[src/hw/rtl/clc_pkg.sv]
`timescale 1ns / 1ps
// ----------------------------------------------------------------------------
// CRC record line checker package
// Shared constants, word types and helper functions for the line checker:
// the input and result words, the command passed from the front to the back,
// the CRC-32 byte update and the hex digit decoder.
// ----------------------------------------------------------------------------
package clc_pkg;

    // Line framing.
    localparam int TRAILER_LEN = 10;
    localparam int MAX_PREFIX  = 8;
    localparam int PREFIX_W    = 64;
    localparam int PLEN_W      = 4;
    localparam int COUNT_W     = 5;
    localparam int FILL_W      = 4;

    localparam logic [COUNT_W-1:0] COUNT_MAX = 5'd31;
    localparam logic [7:0]         CHAR_TAB  = 8'h09;
    localparam logic [7:0]         CHAR_NL   = 8'h0A;

    // Reflected CRC-32.
    localparam logic [31:0] CRC_INIT = 32'hFFFF_FFFF;
    localparam logic [31:0] CRC_POLY = 32'hEDB8_8320;

    // Queue depths.
    localparam int CMD_DEPTH = 4;
    localparam int RES_DEPTH = 2;

    // Verdict codes.
    localparam logic [1:0] STATUS_OK           = 2'd0;
    localparam logic [1:0] STATUS_BAD_FORMAT   = 2'd1;
    localparam logic [1:0] STATUS_CRC_MISMATCH = 2'd2;

    // Result kinds.
    localparam logic KIND_BODY    = 1'b0;
    localparam logic KIND_VERDICT = 1'b1;

    // Configuration register indexes.
    localparam int              CFG_INDEX_W       = 2;
    localparam logic [1:0]      CFG_PREFIX_BYTES  = 2'd0;
    localparam logic [1:0]      CFG_PREFIX_LENGTH = 2'd1;

    // What the back has to do with one byte.
    typedef enum logic [1:0] {
        ACT_PREFIX,
        ACT_FILL,
        ACT_SHIFT
    } act_t;

    typedef struct packed {
        logic [7:0] line_byte;
        logic       line_end;
    } in_t;

    typedef struct packed {
        logic        result_kind;
        logic [7:0]  body_byte;
        logic [1:0]  status;
        logic [31:0] trailer_crc;
        logic        run_last;
    } out_t;

    typedef struct packed {
        act_t              act;
        logic [FILL_W-1:0] fill_idx;
        logic [7:0]        data;
        logic              line_end;
        logic              form_ok;
    } cmd_t;

    // One byte through the reflected CRC-32, bit by bit.
    function automatic logic [31:0] crc_byte(input logic [31:0] crc, input logic [7:0] b);
        logic [31:0] c;
        c = crc ^ {24'd0, b};
        for (int i = 0; i < 8; i++)
        begin
            c = (c >> 1) ^ (CRC_POLY & {32{c[0]}});
        end
        return c;
    endfunction

    // Hex digit decode: bit 4 is the valid flag, bits 3..0 the value.
    function automatic logic [4:0] hex_digit(input logic [7:0] c);
        logic [4:0] r;
        r = 5'd0;
        if (c >= 8'h30 && c <= 8'h39)
        begin
            r = {1'b1, 4'(c - 8'h30)};
        end
        else if (c >= 8'h61 && c <= 8'h66)
        begin
            r = {1'b1, 4'(c - 8'h57)};
        end
        else if (c >= 8'h41 && c <= 8'h46)
        begin
            r = {1'b1, 4'(c - 8'h37)};
        end
        return r;
    endfunction

endpackage

[src/hw/rtl/clc_front.sv]
`timescale 1ns / 1ps
// ----------------------------------------------------------------------------
// Line checker front end
// Holds the configuration registers and the per-line byte count. Each
// accepted byte is classified as a prefix byte, a window fill or a window
// shift, and the prefix is checked here.
// ----------------------------------------------------------------------------
module clc_front
    import clc_pkg::*;
(
    input  logic                   clk,
    input  logic                   rst_n,
    input  in_t                    item,
    input  logic                   accept,
    input  logic                   cfg_write,
    input  logic [CFG_INDEX_W-1:0] cfg_index,
    input  logic [PREFIX_W-1:0]    cfg_data,
    output cmd_t                   cmd
);

    logic [PREFIX_W-1:0] prefix_bytes_reg;
    logic [PLEN_W-1:0]   prefix_length_reg;
    logic [COUNT_W-1:0]  count_reg;
    logic [COUNT_W-1:0]  count_next;
    logic                good_reg;
    logic                good_next;

    logic [PLEN_W-1:0]   plen;
    logic                in_prefix;
    logic [7:0]          want;
    logic [COUNT_W-1:0]  diff;
    logic                shift;
    logic [COUNT_W-1:0]  count_inc;
    logic                full_end;
    logic                good_now;

    // Effective prefix length, capped at the largest prefix.
    assign plen = (prefix_length_reg > PLEN_W'(MAX_PREFIX)) ? PLEN_W'(MAX_PREFIX)
                                                            : prefix_length_reg;

    // Prefix check for bytes that fall inside the prefix.
    assign in_prefix = count_reg < COUNT_W'(plen);
    assign want      = prefix_bytes_reg[{count_reg[2:0], 3'b000} +: 8];
    assign good_now  = good_reg && !(in_prefix && (want != item.line_byte));

    // Window fill position derived from the byte count.
    assign diff  = (count_reg <= COUNT_W'(plen)) ? '0 : (count_reg - COUNT_W'(plen));
    assign shift = diff >= COUNT_W'(TRAILER_LEN);

    assign count_inc = (count_reg == COUNT_MAX) ? COUNT_MAX : (count_reg + 1'b1);
    assign full_end  = {1'b0, count_inc} >= ({2'b00, plen} + 6'(TRAILER_LEN));

    // Command for the back end.
    always_comb
    begin
        cmd.data     = item.line_byte;
        cmd.line_end = item.line_end;
        cmd.form_ok  = good_now && full_end;
        cmd.fill_idx = diff[FILL_W-1:0];
        if (in_prefix)
        begin
            cmd.act = ACT_PREFIX;
        end
        else if (shift)
        begin
            cmd.act = ACT_SHIFT;
        end
        else
        begin
            cmd.act = ACT_FILL;
        end
    end

    // Line state; a line end starts the next line afresh.
    always_comb
    begin
        count_next = count_reg;
        good_next  = good_reg;
        if (accept)
        begin
            if (item.line_end)
            begin
                count_next = '0;
                good_next  = 1'b1;
            end
            else
            begin
                count_next = count_inc;
                good_next  = good_now;
            end
        end
    end

    always_ff @(posedge clk or negedge rst_n)
    begin
        if (!rst_n)
        begin
            count_reg <= '0;
            good_reg  <= 1'b1;
        end
        else
        begin
            count_reg <= count_next;
            good_reg  <= good_next;
        end
    end

    // Configuration registers.
    always_ff @(posedge clk or negedge rst_n)
    begin
        if (!rst_n)
        begin
            prefix_bytes_reg  <= '0;
            prefix_length_reg <= '0;
        end
        else if (cfg_write)
        begin
            case (cfg_index)
                CFG_PREFIX_BYTES:  prefix_bytes_reg  <= cfg_data;
                CFG_PREFIX_LENGTH: prefix_length_reg <= cfg_data[PLEN_W-1:0];
                default:           ;
            endcase
        end
    end

    // A line end always leaves the counter cleared.
    a_end_clears: assert property (@(posedge clk) disable iff (!rst_n)
        accept && item.line_end |=> count_reg == '0 && good_reg)
        else $error("line end did not clear the line state");

endmodule

[src/hw/rtl/clc_cmd_queue.sv]
`timescale 1ns / 1ps
// ----------------------------------------------------------------------------
// Line checker command queue
// A short queue of classified bytes between the front and the back end, so
// that either side can stall without stopping the other.
// ----------------------------------------------------------------------------
module clc_cmd_queue
    import clc_pkg::*;
(
    input  logic clk,
    input  logic rst_n,
    input  logic wr_en,
    input  cmd_t wr_cmd,
    output logic full,
    input  logic rd_en,
    output logic rd_valid,
    output cmd_t rd_cmd
);

    localparam int PTR_W = $clog2(CMD_DEPTH);
    localparam int CNT_W = $clog2(CMD_DEPTH + 1);

    cmd_t             q_reg [CMD_DEPTH];
    logic [PTR_W-1:0] wr_ptr_reg;
    logic [PTR_W-1:0] rd_ptr_reg;
    logic [CNT_W-1:0] cnt_reg;

    assign full     = cnt_reg == CNT_W'(CMD_DEPTH);
    assign rd_valid = cnt_reg != '0;
    assign rd_cmd   = q_reg[rd_ptr_reg];

    // Storage; entries need no reset.
    always_ff @(posedge clk)
    begin
        if (wr_en)
        begin
            q_reg[wr_ptr_reg] <= wr_cmd;
        end
    end

    // Pointers and fill count.
    always_ff @(posedge clk or negedge rst_n)
    begin
        if (!rst_n)
        begin
            wr_ptr_reg <= '0;
            rd_ptr_reg <= '0;
            cnt_reg    <= '0;
        end
        else
        begin
            if (wr_en)
            begin
                wr_ptr_reg <= wr_ptr_reg + 1'b1;
            end
            if (rd_en)
            begin
                rd_ptr_reg <= rd_ptr_reg + 1'b1;
            end
            if (wr_en && !rd_en)
            begin
                cnt_reg <= cnt_reg + 1'b1;
            end
            else if (rd_en && !wr_en)
            begin
                cnt_reg <= cnt_reg - 1'b1;
            end
        end
    end

endmodule

[src/hw/rtl/clc_back.sv]
`timescale 1ns / 1ps
// ----------------------------------------------------------------------------
// Line checker back end
// Runs the trailer window and the CRC over body bytes, builds the end of
// line verdict and holds finished results in a two-entry output queue.
// ----------------------------------------------------------------------------
module clc_back
    import clc_pkg::*;
(
    input  logic clk,
    input  logic rst_n,
    input  logic cmd_valid,
    input  cmd_t cmd,
    output logic cmd_pop,
    output logic empty,
    input  logic pop,
    output out_t result
);

    localparam int RPTR_W = $clog2(RES_DEPTH);
    localparam int RCNT_W = $clog2(RES_DEPTH + 1);

    logic [31:0]       crc_reg;
    logic [31:0]       crc_next;
    logic [7:0]        win_reg [TRAILER_LEN];
    logic [7:0]        win_next [TRAILER_LEN];
    logic              pend_reg;
    logic              pend_next;
    logic              pend_ok_reg;
    logic              pend_ok_next;

    out_t              res_q_reg [RES_DEPTH];
    logic [RPTR_W-1:0] res_wr_reg;
    logic [RPTR_W-1:0] res_rd_reg;
    logic [RCNT_W-1:0] res_cnt_reg;
    logic              res_space;
    logic              res_push;
    logic              res_pop;
    out_t              res_new;

    logic [4:0]        digit [8];
    logic              digits_ok;
    logic [31:0]       stored;
    logic              form_ok;
    out_t              verdict;

    assign res_space = res_cnt_reg < RCNT_W'(RES_DEPTH);
    assign res_pop   = pop && !empty;
    assign empty     = res_cnt_reg == '0;
    assign result    = res_q_reg[res_rd_reg];

    // Trailer decode: tab, eight hex digits, newline.
    always_comb
    begin
        digits_ok = 1'b1;
        stored    = '0;
        for (int i = 0; i < 8; i++)
        begin
            digit[i]  = hex_digit(win_reg[i + 1]);
            digits_ok = digits_ok && digit[i][4];
            stored    = {stored[27:0], digit[i][3:0]};
        end
    end

    assign form_ok = pend_ok_reg && digits_ok && (win_reg[0] == CHAR_TAB)
                     && (win_reg[TRAILER_LEN - 1] == CHAR_NL);

    always_comb
    begin
        verdict.result_kind = KIND_VERDICT;
        verdict.body_byte   = '0;
        verdict.run_last    = 1'b1;
        if (!form_ok)
        begin
            verdict.status      = STATUS_BAD_FORMAT;
            verdict.trailer_crc = '0;
        end
        else
        begin
            verdict.status      = (~crc_reg == stored) ? STATUS_OK : STATUS_CRC_MISMATCH;
            verdict.trailer_crc = stored;
        end
    end

    // Command execution: at most one result a cycle; a line end leaves a
    // verdict pending, which goes out once the output queue has room.
    always_comb
    begin
        cmd_pop      = 1'b0;
        res_push     = 1'b0;
        res_new      = verdict;
        crc_next     = crc_reg;
        win_next     = win_reg;
        pend_next    = pend_reg;
        pend_ok_next = pend_ok_reg;
        if (pend_reg)
        begin
            if (res_space)
            begin
                res_push  = 1'b1;
                pend_next = 1'b0;
                crc_next  = CRC_INIT;
                for (int i = 0; i < TRAILER_LEN; i++)
                begin
                    win_next[i] = '0;
                end
            end
        end
        else if (cmd_valid)
        begin
            unique case (cmd.act)
                ACT_SHIFT:
                begin
                    if (res_space)
                    begin
                        cmd_pop             = 1'b1;
                        res_push            = 1'b1;
                        res_new.result_kind = KIND_BODY;
                        res_new.body_byte   = win_reg[0];
                        res_new.status      = STATUS_OK;
                        res_new.trailer_crc = '0;
                        res_new.run_last    = !cmd.line_end;
                        crc_next            = crc_byte(crc_reg, win_reg[0]);
                        for (int i = 0; i < TRAILER_LEN - 1; i++)
                        begin
                            win_next[i] = win_reg[i + 1];
                        end
                        win_next[TRAILER_LEN - 1] = cmd.data;
                    end
                end
                ACT_FILL:
                begin
                    cmd_pop               = 1'b1;
                    win_next[cmd.fill_idx] = cmd.data;
                end
                ACT_PREFIX:
                begin
                    cmd_pop = 1'b1;
                end
                default:
                begin
                    cmd_pop = 1'b1;
                end
            endcase
            if (cmd_pop && cmd.line_end)
            begin
                pend_next    = 1'b1;
                pend_ok_next = cmd.form_ok;
            end
        end
    end

    always_ff @(posedge clk or negedge rst_n)
    begin
        if (!rst_n)
        begin
            crc_reg     <= CRC_INIT;
            pend_reg    <= 1'b0;
            pend_ok_reg <= 1'b0;
            for (int i = 0; i < TRAILER_LEN; i++)
            begin
                win_reg[i] <= '0;
            end
        end
        else
        begin
            crc_reg     <= crc_next;
            pend_reg    <= pend_next;
            pend_ok_reg <= pend_ok_next;
            win_reg     <= win_next;
        end
    end

    // Output queue storage.
    always_ff @(posedge clk)
    begin
        if (res_push)
        begin
            res_q_reg[res_wr_reg] <= res_new;
        end
    end

    // Output queue pointers and fill count.
    always_ff @(posedge clk or negedge rst_n)
    begin
        if (!rst_n)
        begin
            res_wr_reg  <= '0;
            res_rd_reg  <= '0;
            res_cnt_reg <= '0;
        end
        else
        begin
            if (res_push)
            begin
                res_wr_reg <= res_wr_reg + 1'b1;
            end
            if (res_pop)
            begin
                res_rd_reg <= res_rd_reg + 1'b1;
            end
            if (res_push && !res_pop)
            begin
                res_cnt_reg <= res_cnt_reg + 1'b1;
            end
            else if (res_pop && !res_push)
            begin
                res_cnt_reg <= res_cnt_reg - 1'b1;
            end
        end
    end

    // No new command is taken while a verdict is still owed.
    a_no_pop_pending: assert property (@(posedge clk) disable iff (!rst_n)
        pend_reg |-> !cmd_pop)
        else $error("command taken while a verdict was pending");

    // A pending verdict goes out as soon as there is room.
    a_verdict_issued: assert property (@(posedge clk) disable iff (!rst_n)
        pend_reg && res_space |=> !pend_reg && !empty)
        else $error("pending verdict not issued");

    // After a verdict the CRC starts again from its initial value.
    a_crc_restart: assert property (@(posedge clk) disable iff (!rst_n)
        res_push && res_new.result_kind == KIND_VERDICT |=> crc_reg == CRC_INIT)
        else $error("CRC not restarted after a verdict");

endmodule

[src/hw/rtl/crc_record_line_checker_core.sv]
`timescale 1ns / 1ps
// ----------------------------------------------------------------------------
// CRC record line checker
// Checks framed record lines: prefix, body, then a tab, eight hex CRC-32
// digits and a newline. Body bytes are passed out and a verdict ends a line.
//
// Input words (line_byte, line_end) are pushed with push while full is low.
// Result words are read from result while empty is low and taken with pop.
// A body byte word leaves once the ten-byte trailer window is full; the word
// marked line_end also gives a verdict word carrying the status and the CRC
// read from the trailer.
// Configuration: cfg_index 0 writes the 64-bit prefix, index 1 the prefix
// length; cfg_ready is always high and writes belong between lines or while
// the block is idle.
// A body byte word passes through the command queue and then the output
// queue; a verdict word is first held as pending in the back end.
// Throughput: one byte per cycle while full is low; a pending verdict
// holds the back end after a line end, which the four-entry command queue
// absorbs unless line ends follow each other closely, as in runs of very short lines.
// When the reader stalls the two-entry output queue and then the command
// queue fill, and full rises. Reset clears the line state, the window, the
// CRC, both queues and the configuration registers.
// ----------------------------------------------------------------------------
module crc_record_line_checker_core
    import clc_pkg::*;
(
    input  logic                   clk,
    input  logic                   rst_n,
    input  logic                   push,
    output logic                   full,
    input  in_t                    item,
    output logic                   empty,
    input  logic                   pop,
    output out_t                   result,
    input  logic                   cfg_valid,
    output logic                   cfg_ready,
    input  logic [CFG_INDEX_W-1:0] cfg_index,
    input  logic [PREFIX_W-1:0]    cfg_data
);

    logic accept;
    cmd_t front_cmd;
    logic q_valid;
    cmd_t q_cmd;
    logic q_pop;

    // Handshakes.
    assign cfg_ready = 1'b1;
    assign accept    = push && !full;

    clc_front u_front (
        .clk       (clk),
        .rst_n     (rst_n),
        .item      (item),
        .accept    (accept),
        .cfg_write (cfg_valid && cfg_ready),
        .cfg_index (cfg_index),
        .cfg_data  (cfg_data),
        .cmd       (front_cmd)
    );

    clc_cmd_queue u_cmd_queue (
        .clk      (clk),
        .rst_n    (rst_n),
        .wr_en    (accept),
        .wr_cmd   (front_cmd),
        .full     (full),
        .rd_en    (q_pop),
        .rd_valid (q_valid),
        .rd_cmd   (q_cmd)
    );

    clc_back u_back (
        .clk       (clk),
        .rst_n     (rst_n),
        .cmd_valid (q_valid),
        .cmd       (q_cmd),
        .cmd_pop   (q_pop),
        .empty     (empty),
        .pop       (pop),
        .result    (result)
    );

endmodule

[config.mk]
export PLATFORM = sky130hd
export DESIGN_NAME = crc_record_line_checker_core
export DESIGN_NICKNAME = d
export VERILOG_FILES = /design/src/hw/rtl/clc_pkg.sv /design/src/hw/rtl/clc_front.sv /design/src/hw/rtl/clc_cmd_queue.sv /design/src/hw/rtl/clc_back.sv /design/src/hw/rtl/crc_record_line_checker_core.sv
export SDC_FILE = /design/constraint.sdc
export NUM_CORES = 1
export LEC_CHECK = 0
export BUFFER_PORTS_ARGS = -buffer_cell sky130_fd_sc_hd__buf_4
export CELL_PAD_IN_SITES_DETAIL_PLACEMENT = 2
export CELL_PAD_IN_SITES_GLOBAL_PLACEMENT = 2
export CORE_UTILIZATION = 30
export CTS_CLUSTER_DIAMETER = 120
export DETAILED_ROUTE_END_ITERATION = 7
export PLACE_DENSITY_LB_ADDON = 0.1
export SLEW_MARGIN = 10
export SYNTH_ARGS = -nofsm -noshare
export SYNTH_HDL_FRONTEND = slang
export SYNTH_HIERARCHICAL = 1
export SYNTH_SLANG_ARGS = --single-unit
[constraint.sdc]
create_clock -name clk -period 6.52 [get_ports clk]
set_clock_uncertainty 0.2 [all_clocks]
set_input_delay 0 -clock clk [delete_from_list [all_inputs] [get_ports clk]]
set_output_delay 0 -clock clk [all_outputs]
set_load 0.03 [all_outputs]
# Yosys cells after proc, flatten, opt, wreduce, memory -nomap -nowiden

Memory sizes are Yosys's and may differ from the RTL's.
Cells that the tools add are included.

Output and inout bits: 47
Bits in writable memories: 152
Bits in registers: 199
Memories: 2
Input port bits: 80

Memory list:

| memory            | words | bits a word | read ports | clocked after Yosys merged registers in | wr ports | line                | RTL |
|---|---|---|---|---|---|---|---|
| u_back.res_q_reg  | 2     | 44          | 1          | 0                                       | 1        | clc_back.sv:32      | `out_t res_q_reg [RES_DEPTH];` |
| u_cmd_queue.q_reg | 4     | 16          | 1          | 0                                       | 1        | clc_cmd_queue.sv:23 | `cmd_t q_reg [CMD_DEPTH];` |

$add $sub $neg: 35
Reduce and logical (&&, ||, !) cells: 66
Multiplexer cells: 71
Magnitude comparators: 56
Eq/ne operators: 11
Bitwise operators: 12
Shifts and indexed selects: 1

Operator list:

| operator            | number |
|---|---|
| $mux 80             | 4 |
| $xor 31x32->32      | 8 |
| $mux 44             | 4 |
| $mux 32             | 5 |
| $pmux 80 s2         | 1 |
| $mux 5              | 27 |
| $ge 8x7->1 const B  | 16 |
| $le 8x7->1 const B  | 16 |
| $bwmux 80           | 1 |
| $ge 8x6->1 const B  | 8 |
| $le 8x6->1 const B  | 8 |
| $shiftx 64x7->8     | 1 |
| $sub 4x3->4 const B | 16 |
| $logic_and 1x1->1   | 45 |
| $mux 34             | 1 |
| $demux 8 s4         | 1 |
| $eq 32x32->1        | 1 |
| $not 32->32         | 1 |
| $sub 4x1->4 const B | 8 |
| $xor 32x8->32       | 1 |
| $mux 1              | 18 |
| $eq 8x4->1 const B  | 2 |
| $mux 2              | 5 |
| $logic_not 1->1     | 8 |
| other kinds (34)    | 46 |

# Logic depth before layout (Yosys ltp)

Gate-level depths: netlist of the first run.

Depth in word-level cells: 20
Gate-level depth with buffers: 12
Gate-level depth less buffers: 10

# Hierarchy

Netlist of the first run, hierarchy kept.

Modules (own cells, without submodules):

| module                       | cells an instance | seq. area each (um^2) | instances | area an instance (um^2) |
|---|---|---|---|---|
| clc_back                     | 1082              | 5635.4                | 1         | 11533.6 |
| clc_front                    | 303               | 1853.0                | 1         | 3922.5 |
| clc_cmd_queue                | 118               | 2097.0                | 1         | 2745.1 |
| crc_record_line_checker_core | 3                 | 0.0                   | 1         | 25.0 |

# Worst setup path before layout of the first run

No wires, ideal clock.

Kind: flip-flop to flip-flop
From: reg u_cmd_queue.rd_ptr_reg[0]
To: mem u_back/res_q_reg[0][0] (netlist name) (enable)
Path slack: 1.484 ns
Library setup time: 0.500 ns
Period minus slack after synthesis: 5.036 ns
Required time: 5.820 ns
Data arrival time: 4.336 ns
Stages on the path, launching flop included: 6
Path through: dfrtp_1 buf_6 mux4_1 nor2b_1 a21oi_1 nor3_1

RTL lines:

| item                   | line                | RTL |
|---|---|---|
| start, declared        | clc_cmd_queue.sv:25 | `logic [PTR_W-1:0] rd_ptr_reg;` |
| start signal, assigned | clc_cmd_queue.sv:58 | `rd_ptr_reg <= rd_ptr_reg + 1'b1;` |
| end, declared          | clc_back.sv:32      |  |

==> impl_metrics.py, run 1 <==
metrics = {
    "global_route": {
        "grt_pass1_vias": 14700,
        "groute.usage.overall": 0.201,
        "grt_max_degree": 115,
        "antenna_found_initial": 3,
        "grt_pass1_wl_um": 94300,
        "overflow": 0,
    },
    "floorplan": {
        "initial_utilization": 0.306,
        "coreArea_um2": 59600,
        "die_y_um": 248,
        "die_width_um": 248,
        "die_area_um2": 61700,
        "rows": 89,
        "ioPinCount": 127,
    },
    "pwr": {
        "pwr-share-comb": 0.470,
        "pwr_density_cell_nw_per_um2": 526,
        "switching_power_mw": 5.17,
        "clkPwrFrac": 0.204,
        "switching_share": 0.438,
        "p_int_mw": 6.63,
        "power.total_mw": 11.8,
        "p_leak_nw": 8.45,
        "peakVddDrop_uv": 308,
        "sequentialPowerShare": 0.326,
    },
    "cts": {
        "cts_buffer_depth": 3,
        "clock-sinks": 351,
        "cts_buffers": 42,
        "path_clk_slew_ns": 0.06,
        "cts_tree": "yes",
        "cts-root-buf": "clkbuf_16",
        "htreeDepth": 2,
        "clock_latency_ns": 0.57,
        "postCtsSetupBuffers": 0,
    },
    "logic_synthesis": {
        "seq_area_frac_synth": 0.526,
        "synth_area_leaders": "edfxtp_1 25%, dfrtp_1 23%, mux2_2 7.5%, dfstp_2 4.8%, a22oi_1 3.3%",
        "yosysTopAreaCell": "edfxtp_1",
        "async_flop_share": 0.567,
        "synth_edf_count": 152,
        "ys_warn_count": 6,
        "synth_cells": 1506,
        "avgSynthCellArea_um2": 12.1,
        "ys_seq_elements": 351,
        "synth_top_area_share": 0.250,
        "synthesis.nets": 1629,
        "synth-main-ff-cell": "dfrtp_1",
        "netlist_area_um2": 18200,
        "synth_cell_types": 90,
    },
    "worst_setup_path": {
        "arrival_ns": 4.40,
        "crit_fanout": 31,
        "cp.required_ns": 6.69,
        "worstSetupPathType": "reg2reg",
        "endpoint_kind": "register",
        "critPathLaunchType": "register",
    },
    "place": {
        "place.detailed.hpwl_um": 42100,
        "routabilityCongestion": 0.821,
        "dpl_cell_area_um2": 19800,
        "dpl.cell_count": 2327,
        "port_buffers": 125,
    },
    "sta": {
        "max_freq_mhz": 236,
        "drv_slew": 0,
        "slew_headroom": 0.212,
        "hold_viol": 0,
        "tightest_slew_ns": 1.17,
        "finalCriticalPeriod_ns": 4.24,
        "fin_setup_tns_ns": 0,
        "timing.final.crit_share": 0.650,
        "setup_viol": 0,
        "rsz0062_at_grt": "false",
    },
    "cells_and_area": {
        "final-seq-area_um2": 9590,
        "drive_gt1_frac": 0.248,
        "multi_input_area_um2": 7980,
        "fin_nets": 1845,
        "stdcell_count": 2531,
        "fillers": 6068,
        "area_growth_syn_to_layout_pct": 23.3,
        "largest_reg_flops": 88,
        "stdcell_area_um2": 22500,
    },
    "job": {
        "drv_cap": 0,
    },
    "route": {
        "via_count": 13100,
        "viasPerCell": 5.17,
        "antenna_left": 0,
        "drt_iter0_markers": 489,
        "dr.pass1.iters": 4,
        "wirelength_um": 61600,
        "wl_per_cell_um": 24.3,
        "route.detailed.drc": 0,
    },
    "outcome": {
        "outcome": "finished, final reports clean",
    },
    "hold_path": {
        "hp-class": "in2reg",
    },
}
[cells by family (layout without fill, tap and decap cells)]
kind of cell	after synthesis	in the layout	synth area share
AND/OR/NAND/NOR	380	380	0.114
flip-flops	351	351	0.526
AO/OA/AOI/OAI	324	324	0.124
multiplexers	158	158	0.115
buffers and inverters	137	386	0.0373
XOR/XNOR	112	112	0.0538
adder cells (fa/ha/maj)	43	43	0.0303
other	1	4	0.000206
[area by class of cell]
type | instances | share of cell area
Multi-Input combinational cell | 1018 | 0.355
Sequential cell | 351 | 0.427
Clock buffer | 61 | 0.0545
Clock inverter | 16 | 0.00813
Inverter | 41 | 0.00685
Antenna cell | 3 | 0.000334
Tap cell | 773 | 0.0431
Timing Repair Buffer | 268 | 0.105
[worst max-delay path, cell delays in order (launching register included)]
cell       delay (ns)
dfrtp_1          0.60
ha_1             0.27
o21bai_2         0.09
a2111oi_2        0.79
o22ai_1          0.20
or4_4            0.59
nor4_4           0.33
nand2_2          0.55
a31oi_1          0.41
[path summary, 6_finish.rpt]
kind                                               startpoint  slack, ns                                        to  cells after the start
setup / recovery               u_back/win_reg[16]$_DFFE_PN0P_       2.28         u_back/res_q_reg[1][19]$_DFFE_PP_                      8
hold / removal                                   cfg_data[33]       0.03  u_front/prefix_bytes_reg[33]$_DFFE_PN0P_                      3
setup reg to reg               u_back/win_reg[16]$_DFFE_PN0P_       2.28         u_back/res_q_reg[1][19]$_DFFE_PP_                      8
hold reg to reg            u_cmd_queue/cnt_reg[2]$_DFFE_PN0P_       0.29        u_cmd_queue/cnt_reg[2]$_DFFE_PN0P_                      1
max in group asynchronous                               rst_n       4.98  u_front/prefix_bytes_reg[33]$_DFFE_PN0P_                      4
min in group asynchronous                               rst_n       0.38              u_front/good_reg$_DFFE_PN1P_                      3
[power by group through the flow]
stage / clock, mW / sequential (mW) / combinational, mW
finish: 2.41 / 3.84 / 5.55
global route: 2.56 / 3.94 / 6.06
CTS: 2.48 / 3.85 / 5.63
detailed placement: 0 / 3.89 / 5.54
global placement: 0 / 3.85 / 5.43
floorplan: 0 / 3.51 / 4.07
[through the flow]
step           hold WS (ns)  setup slack (ns)   util
2_1_floorplan        -0.496              1.48      -
3_3_place_gp        -0.0632              2.35  0.332
3_5_place_dp        -0.0504              2.29  0.332
4_1_cts            0.000891              2.25  0.377
5_1_grt              0.0127              1.91  0.377
6_report             0.0251              2.28  0.377
[cell usage after synthesis (all sizes together), types with 14 or more instances]
library cell	instances
mux2	122
nor3	26
mux4	24
o31ai	74
clkbuf	60
edfxtp	152
and2	27
nor3b	14
nand2	114
a21oi	61
ha	41
dfrtp	166
buf	36
nor2	97
xnor2	62
xor2	50
inv	41
dfstp	33
o21ai	36
nand2b	15
a22oi	81
[routing by layer]
layer  track usage  part of all wire  vias to the layer above
met5             0                 0                        -
met4        0.0692             0.030                        0
met3        0.0283             0.030                       91
met2         0.361              0.51                      200
met1         0.245              0.43                     6775
li1              -                 -                     6007
[cell usage in the layout (no fill, tap or decap), types with 8 or more instances in the layout]
| master | count |
|---|---|
| nand2_1 | 113 |
| a22oi_1 | 81 |
| clkbuf_8 | 9 |
| nand3_1 | 8 |
| a21oi_1 | 60 |
| o31ai_1 | 74 |
| nor2_2 | 31 |
| edfxtp_1 | 152 |
| nand2b_1 | 14 |
| ha_1 | 41 |
| nor2_1 | 66 |
| dlygate4sd3_1 | 123 |
| nor3b_1 | 13 |
| buf_4 | 142 |
| dfrtp_1 | 164 |
| dfstp_2 | 33 |
| nor2b_1 | 11 |
| xor2_1 | 50 |
| o21ai_0 | 25 |
| xnor2_1 | 62 |
| inv_1 | 41 |
| o22ai_1 | 11 |
| nor4_1 | 11 |
| clkbuf_16 | 43 |
| nor3_1 | 23 |
| o21ai_1 | 11 |
| clkbuf_1 | 10 |
| mux4_2 | 10 |
| and2_1 | 25 |
| mux2i_1 | 12 |
| mux2_2 | 122 |
| mux4_1 | 14 |
[what timing repair did]
| item | CTS | global route |
|---|---|---|
| endpoints found under the hold margin | 205 | 1 |
| hold buffers | 123 | 1 |
| resized for setup | 0 | 0 |
No activity file was read; power rests on OpenSTA's default activity.
==> run 2, diff against run 1 <==
--- a/config.mk
+++ b/config.mk
@@ -5,6 +5,7 @@
 export SDC_FILE = /design/constraint.sdc
 export NUM_CORES = 1
 export LEC_CHECK = 0
+export ABC_AREA = 1
 export BUFFER_PORTS_ARGS = -buffer_cell sky130_fd_sc_hd__buf_4
 export CELL_PAD_IN_SITES_DETAIL_PLACEMENT = 2
 export CELL_PAD_IN_SITES_GLOBAL_PLACEMENT = 2
==> constraint.sdc (replaced) <==
create_clock -name clk -period 4.4 [get_ports clk]
set_clock_uncertainty 0.2 [all_clocks]
set_input_delay 0 -clock clk [delete_from_list [all_inputs] [get_ports clk]]
set_output_delay 0 -clock clk [all_outputs]
set_load 0.03 [all_outputs]
==> run 2 against run 1 <==
Against the previous run: design area up 4.9%; final cell count up 30%; critical path type unchanged; critical path depth unchanged; synthesized cell count up 47%; worst hold slack worse by 0.0027 ns; flip-flop and latch count unchanged.
==> impl_metrics.py, run 2 <==
metrics = {
    "cts": {
        "clock_latency_ns": 0.57,
        "cts_buffer_depth": 3,
        "clock-sinks": 351,
        "cts_tree": "yes",
        "cts-root-buf": "clkbuf_16",
        "cts_resized": 0,
        "htreeDepth": 2,
        "path_clk_slew_ns": 0.06,
        "cts_buffers": 45,
    },
    "global_route": {
        "antenna_found_initial": 2,
        "overflow": 0,
        "grt_pass1_vias": 17700,
        "grt_max_degree": 110,
        "grt_pass1_wl_um": 107000,
        "groute.usage.overall": 0.210,
    },
    "floorplan": {
        "die_area_um2": 65500,
        "die_y_um": 256,
        "rows": 92,
        "initial_utilization": 0.305,
        "die_width_um": 256,
        "ioPinCount": 127,
        "coreArea_um2": 63300,
    },
    "cells_and_area": {
        "fin_nets": 2541,
        "fin_util": 0.372,
        "multi_input_area_um2": 8140,
        "final_common_cell": "nand2_1",
        "final_cell_mix": "570 x nand2_1, 261 x inv_1, 165 x dfrtp_1",
        "area_growth_syn_to_layout_pct": 21.9,
        "largest_reg_flops": 88,
        "final-seq-area_um2": 9590,
        "drive_gt1_frac": 0.170,
        "fillers": 7034,
    },
    "pwr": {
        "peakVddDrop_uv": 296,
        "clkPwrFrac": 0.215,
        "p_int_mw": 9.41,
        "pwr-share-comb": 0.491,
        "switching_share": 0.469,
        "switching_power_mw": 8.29,
        "p_leak_nw": 10.4,
        "sequentialPowerShare": 0.294,
        "pwr_density_cell_nw_per_um2": 751,
    },
    "hold_path": {
        "hp-class": "in2reg",
    },
    "sta": {
        "fin_setup_tns_ns": 0,
        "rsz0062_at_grt": "false",
        "fin_ws_ns": 0.817,
        "slew_headroom": 0.207,
        "timing.final.crit_share": 0.814,
        "drv_slew": 0,
        "tightest_slew_ns": 1.19,
        "setup_viol": 0,
        "hold_viol": 0,
        "finalCriticalPeriod_ns": 3.58,
        "max_freq_mhz": 279,
    },
    "logic_synthesis": {
        "yosysMostFrequentCell": "nand2_1",
        "netlist_area_um2": 19300,
        "synth_edf_count": 152,
        "synth_cells": 2212,
        "synthTopCellsByCount": "571 x nand2_1, 262 x inv_1, 166 x dfrtp_1",
        "synth_cell_types": 59,
        "synth_top_area_share": 0.236,
        "avgSynthCellArea_um2": 8.74,
        "yosysTopAreaCell": "edfxtp_1",
        "ys_seq_elements": 351,
        "synth_area_leaders": "edfxtp_1 24%, dfrtp_1 21%, nand2_1 11%, inv_1 5.1%, dfstp_2 4.5%",
        "ys_warn_count": 6,
        "async_flop_share": 0.567,
        "synth-main-ff-cell": "dfrtp_1",
        "seq_area_frac_synth": 0.496,
        "synthesis.nets": 2335,
    },
    "place": {
        "pre_cts_slack_ns": 0.816,
        "place.detailed.hpwl_um": 48700,
        "routabilityCongestion": 0.834,
        "port_buffers": 125,
    },
    "worst_setup_path": {
        "endpoint_kind": "register",
        "arrival_ns": 3.65,
        "worstSetupPathType": "reg2reg",
        "cp.required_ns": 4.47,
        "crit_fanout": 33,
        "critPathLaunchType": "register",
    },
    "job": {
        "drv_cap": 0,
    },
    "route": {
        "wirelength_um": 69100,
        "drt_iter0_markers": 582,
        "route.detailed.drc": 0,
        "antenna_left": 0,
        "via_count": 16100,
        "wl_per_cell_um": 20.9,
        "viasPerCell": 4.88,
        "dr.pass1.iters": 4,
    },
    "outcome": {
        "outcome": "finished, final reports clean",
    },
}
==> run 2: changes by cell type in the layout (fill, tap and decap cells not counted), moves of 88 or more <==
| cell | delta |
|---|---|
| o21ai_0 | +131 |
| nor2_1 | +88 |
| mux2_2 | -102 |
| nand2_1 | +457 |
| nand3_1 | +124 |
| inv_1 | +220 |
==> run 2: worst max-delay path, stage by stage (launching register included) <==
cell	delay, ns
dfrtp_1	0.58
clkinv_4	0.31
o211ai_2	0.16
nand2_2	0.07
nor2_1	0.16
nand2_1	0.23
nor2_1	0.41
or2_2	0.98
nor2_1	0.16
==> run 2: power by group through the flow <==
stage	registers [mW]	clock network [mW]	logic (mW)
floorplan	4.96	0	6.11
detailed placement	5.27	0	8.71
finish	5.20	3.81	8.69
global route	5.30	4.04	9.63
global placement	5.23	0	8.42
CTS	5.21	3.94	8.84
==> run 2: per-stage QoR <==
step	hold slack (ns)	std cells	power, mW	cell area [µm²]
after floorplan	-0.496	2212	11.1	19300
after global placement	-0.00289	3111	13.7	21000
after detailed placement	-0.00379	3111	14.0	21000
after CTS	0.000170	3293	18.0	23500
after global routing	0.0339	3300	19.0	23600
final	0.0224	3300	17.7	23600
==> run 2: worst paths after layout <==
path                                                       endpoint                             startpoint  slack, ns  depth (start not counted)
max                               u_back/res_q_reg[1][34]$_DFFE_PP_  u_cmd_queue/rd_ptr_reg[1]$_DFFE_PN0P_       0.82                          8
min reg2reg                      u_cmd_queue/cnt_reg[2]$_DFFE_PN0P_     u_cmd_queue/cnt_reg[2]$_DFFE_PN0P_       0.29                          2
max reg2reg                       u_back/res_q_reg[1][34]$_DFFE_PP_  u_cmd_queue/rd_ptr_reg[1]$_DFFE_PN0P_       0.82                          8
min                        u_front/prefix_bytes_reg[49]$_DFFE_PN0P_                           cfg_data[49]       0.02                          4
min in group asynchronous            u_back/crc_reg[29]$_DFFE_PN1P_                                  rst_n       0.05                          2
max in group asynchronous            u_back/win_reg[30]$_DFFE_PN0P_                                  rst_n       3.30                          3
==> run 2: metal layers <==
layer,track usage,up-vias,share of wire,routed length (µm)
li1,-,7670,-,-
met1,0.260,8194,0.44,30100
met2,0.386,156,0.52,36000
met3,0.0206,82,0.020,1380
met4,0.0589,0,0.023,1580
met5,0,-,0,0
==> run 2: kinds of logic (layout without fill, tap and decap cells) <==
kind of cell / count (synthesis) / in the layout / share of synthesized area
AO/OA/AOI/OAI: 366 / 366 / 0.120
XOR/XNOR: 80 / 80 / 0.0409
adder cells (fa/ha/maj): 43 / 43 / 0.0286
buffers and inverters: 372 / 613 / 0.0841
flip-flops: 351 / 351 / 0.496
multiplexers: 20 / 20 / 0.0117
other: 1 / 2 / 0.000194
AND/OR/NAND/NOR: 979 / 979 / 0.219
==> run 2: area by class of cell <==
type / instances / area share
antenna: 1 / 0.000106
clock buffer: 60 / 0.0519
clock inverter: 22 / 0.0118
inverter: 279 / 0.0448
multi-input combinational: 1489 / 0.345
sequential: 351 / 0.407
tap: 846 / 0.0449
timing repair buffer: 252 / 0.0942
==> run 2: timing repair <==
action / CTS / global route
hold buffers: 100 / 5
hold endpoints to repair: 202 / 21
setup buffers: 0 / 0
==> run 3, diff against run 2 <==
==> constraint.sdc (replaced) <==
create_clock -name clk -period 3.76 [get_ports clk]
set_clock_uncertainty 0.2 [all_clocks]
set_input_delay 0 -clock clk [delete_from_list [all_inputs] [get_ports clk]]
set_output_delay 0 -clock clk [all_outputs]
set_load 0.03 [all_outputs]
==> run 3 against run 2 <==
Against the previous run: final cell count grew 1.6%; combinational power grew 20%; clock power grew 20%; power grew 19%; register-to-register slack lost 0.47 ns; non-clock buffer count grew 52; first-iteration DRC count grew 29%; maximum frequency grew 5.1%; largest cell class unchanged; largest power group unchanged.
==> impl_metrics.py, run 3 (synthesis results as in run 2) <==
metrics = {
    "outcome": {
        "outcome": "finished, final reports clean",
    },
    "floorplan": {
        "die_width_um": 256,
        "rows": 92,
        "coreArea_um2": 63300,
        "initial_utilization": 0.305,
        "ioPinCount": 127,
        "die_area_um2": 65500,
        "die_y_um": 256,
    },
    "cells_and_area": {
        "area_growth_syn_to_layout_pct": 24.7,
        "largest_reg_flops": 88,
        "drive_gt1_frac": 0.169,
        "stdcell_count": 3352,
        "final_cell_mix": "570 x nand2_1, 261 x inv_1, 165 x dfrtp_1",
        "fillers": 7020,
        "fin_nets": 2592,
        "final_common_cell": "nand2_1",
    },
    "pwr": {
        "peakVddDrop_uv": 344,
        "p_leak_nw": 10.6,
        "pwr_density_cell_nw_per_um2": 876,
    },
    "sta": {
        "max_freq_mhz": 293,
        "timing.final.crit_share": 0.907,
        "fin_setup_tns_ns": 0,
        "setup_viol": 0,
        "drv_slew": 0,
        "hold_viol": 0,
        "tightest_slew_ns": 1.03,
        "fin_ws_ns": 0.350,
        "slew_headroom": 0.310,
        "finalCriticalPeriod_ns": 3.41,
        "rsz0062_at_grt": "false",
    },
    "worst_setup_path": {
        "critPathLaunchType": "register",
        "worstSetupPathType": "reg2reg",
        "endpoint_kind": "register",
        "crit_fanout": 27,
        "cp.required_ns": 4.04,
        "arrival_ns": 3.69,
    },
    "cts": {
        "postCtsSetupBuffers": 0,
        "path_clk_slew_ns": 0.06,
        "cts_buffers": 44,
        "clock_latency_ns": 0.58,
        "htreeDepth": 2,
        "cts_tree": "yes",
        "cts-root-buf": "clkbuf_16",
        "cts_buffer_depth": 3,
        "clock-sinks": 351,
    },
    "global_route": {
        "antenna_found_initial": 1,
        "grt_max_degree": 73,
        "grt_pass1_vias": 18500,
        "groute.usage.overall": 0.222,
        "grt_pass1_wl_um": 112000,
        "overflow": 0,
    },
    "route": {
        "via_count": 16400,
        "dr.pass1.iters": 4,
        "antenna_left": 0,
        "route.detailed.drc": 0,
        "drt_iter0_markers": 750,
        "wirelength_um": 72300,
        "viasPerCell": 4.90,
        "wl_per_cell_um": 21.6,
    },
    "hold_path": {
        "hp-class": "in2reg",
    },
    "place": {
        "routabilityCongestion": 0.820,
        "port_buffers": 125,
        "pre_cts_slack_ns": 0.321,
        "place.detailed.hpwl_um": 49600,
        "dpl.cell_count": 3119,
    },
    "job": {
        "drv_cap": 0,
    },
}
run 3: timing repair:
action	4_1_cts	5_1_grt
hold buffers	150	0
gates resized for setup	0	0
endpoints found under the setup margin	0	0
hold endpoints to repair	281	0
run 3: per-stage QoR:
step                      total power, mW  area, µm²   util  hold WS (ns)
after floorplan                      12.9      19300      -        -0.496
after global placement               16.2      21100  0.333        -0.145
after detailed placement             16.5      21100  0.333        -0.140
after CTS                            21.4      24100  0.381      0.000703
after global routing                 22.6      24100  0.381        0.0297
final                                21.1      24100  0.381        0.0230
run 3: worst paths after layout:
path	endpoint	depth (start not counted)	slack [ns]	start
max	u_back/win_reg[17]$_DFFE_PN0P_	12	0.35	u_cmd_queue/rd_ptr_reg[0]$_DFFE_PN0P_
min	u_cmd_queue/q_reg[3][6]$_DFFE_PP_	2	0.02	item[5]
max reg2reg	u_back/win_reg[17]$_DFFE_PN0P_	12	0.35	u_cmd_queue/rd_ptr_reg[0]$_DFFE_PN0P_
min reg2reg	u_cmd_queue/cnt_reg[2]$_DFFE_PN0P_	2	0.28	u_cmd_queue/cnt_reg[2]$_DFFE_PN0P_
max in group asynchronous	u_back/win_reg[31]$_DFFE_PN0P_	4	2.37	rst_n
min in group asynchronous	u_front/good_reg$_DFFE_PN1P_	3	0.47	rst_n
run 3: worst max-delay path, cell delays in order (launching register included):
cell and delay (ns):
dfrtp_2 0.75, o211ai_1 0.22, nand2_2 0.10, inv_1 0.05, nor2_1 0.16, nand2_1 0.21, a21oi_4 0.24, inv_2 0.22
o21ai_4 0.26, inv_4 0.09, a21oi_4 0.41, o2111ai_1 0.26, o21ai_0 0.13
run 3: report_power, final:
part	leakage [nW]	internal, mW	switching [mW]
registers	3.84	5.25	0.872
clock network	0.749	2.76	1.80
logic	6.03	3.16	7.26
run 3: area by class of cell:
cell class / instances / area, µm² / share of cell area
well taps: 846 / 1060 / 0.0439
diodes: 1 / 2.50 / 0.000104
flip-flops and latches: 351 / 9590 / 0.398
clock buffers: 61 / 1210 / 0.0504
inverters: 279 / 1050 / 0.0438
repair buffers: 304 / 2730 / 0.113
clock inverters: 21 / 312 / 0.0129
multi-input cells: 1489 / 8140 / 0.338
run 3: metal layers:
layer | global-route usage | part of all wire
met3 | 0.0247 | 0.022
met4 | 0.0630 | 0.024
met2 | 0.412 | 0.53
met5 | 0 | 0
met1 | 0.268 | 0.43
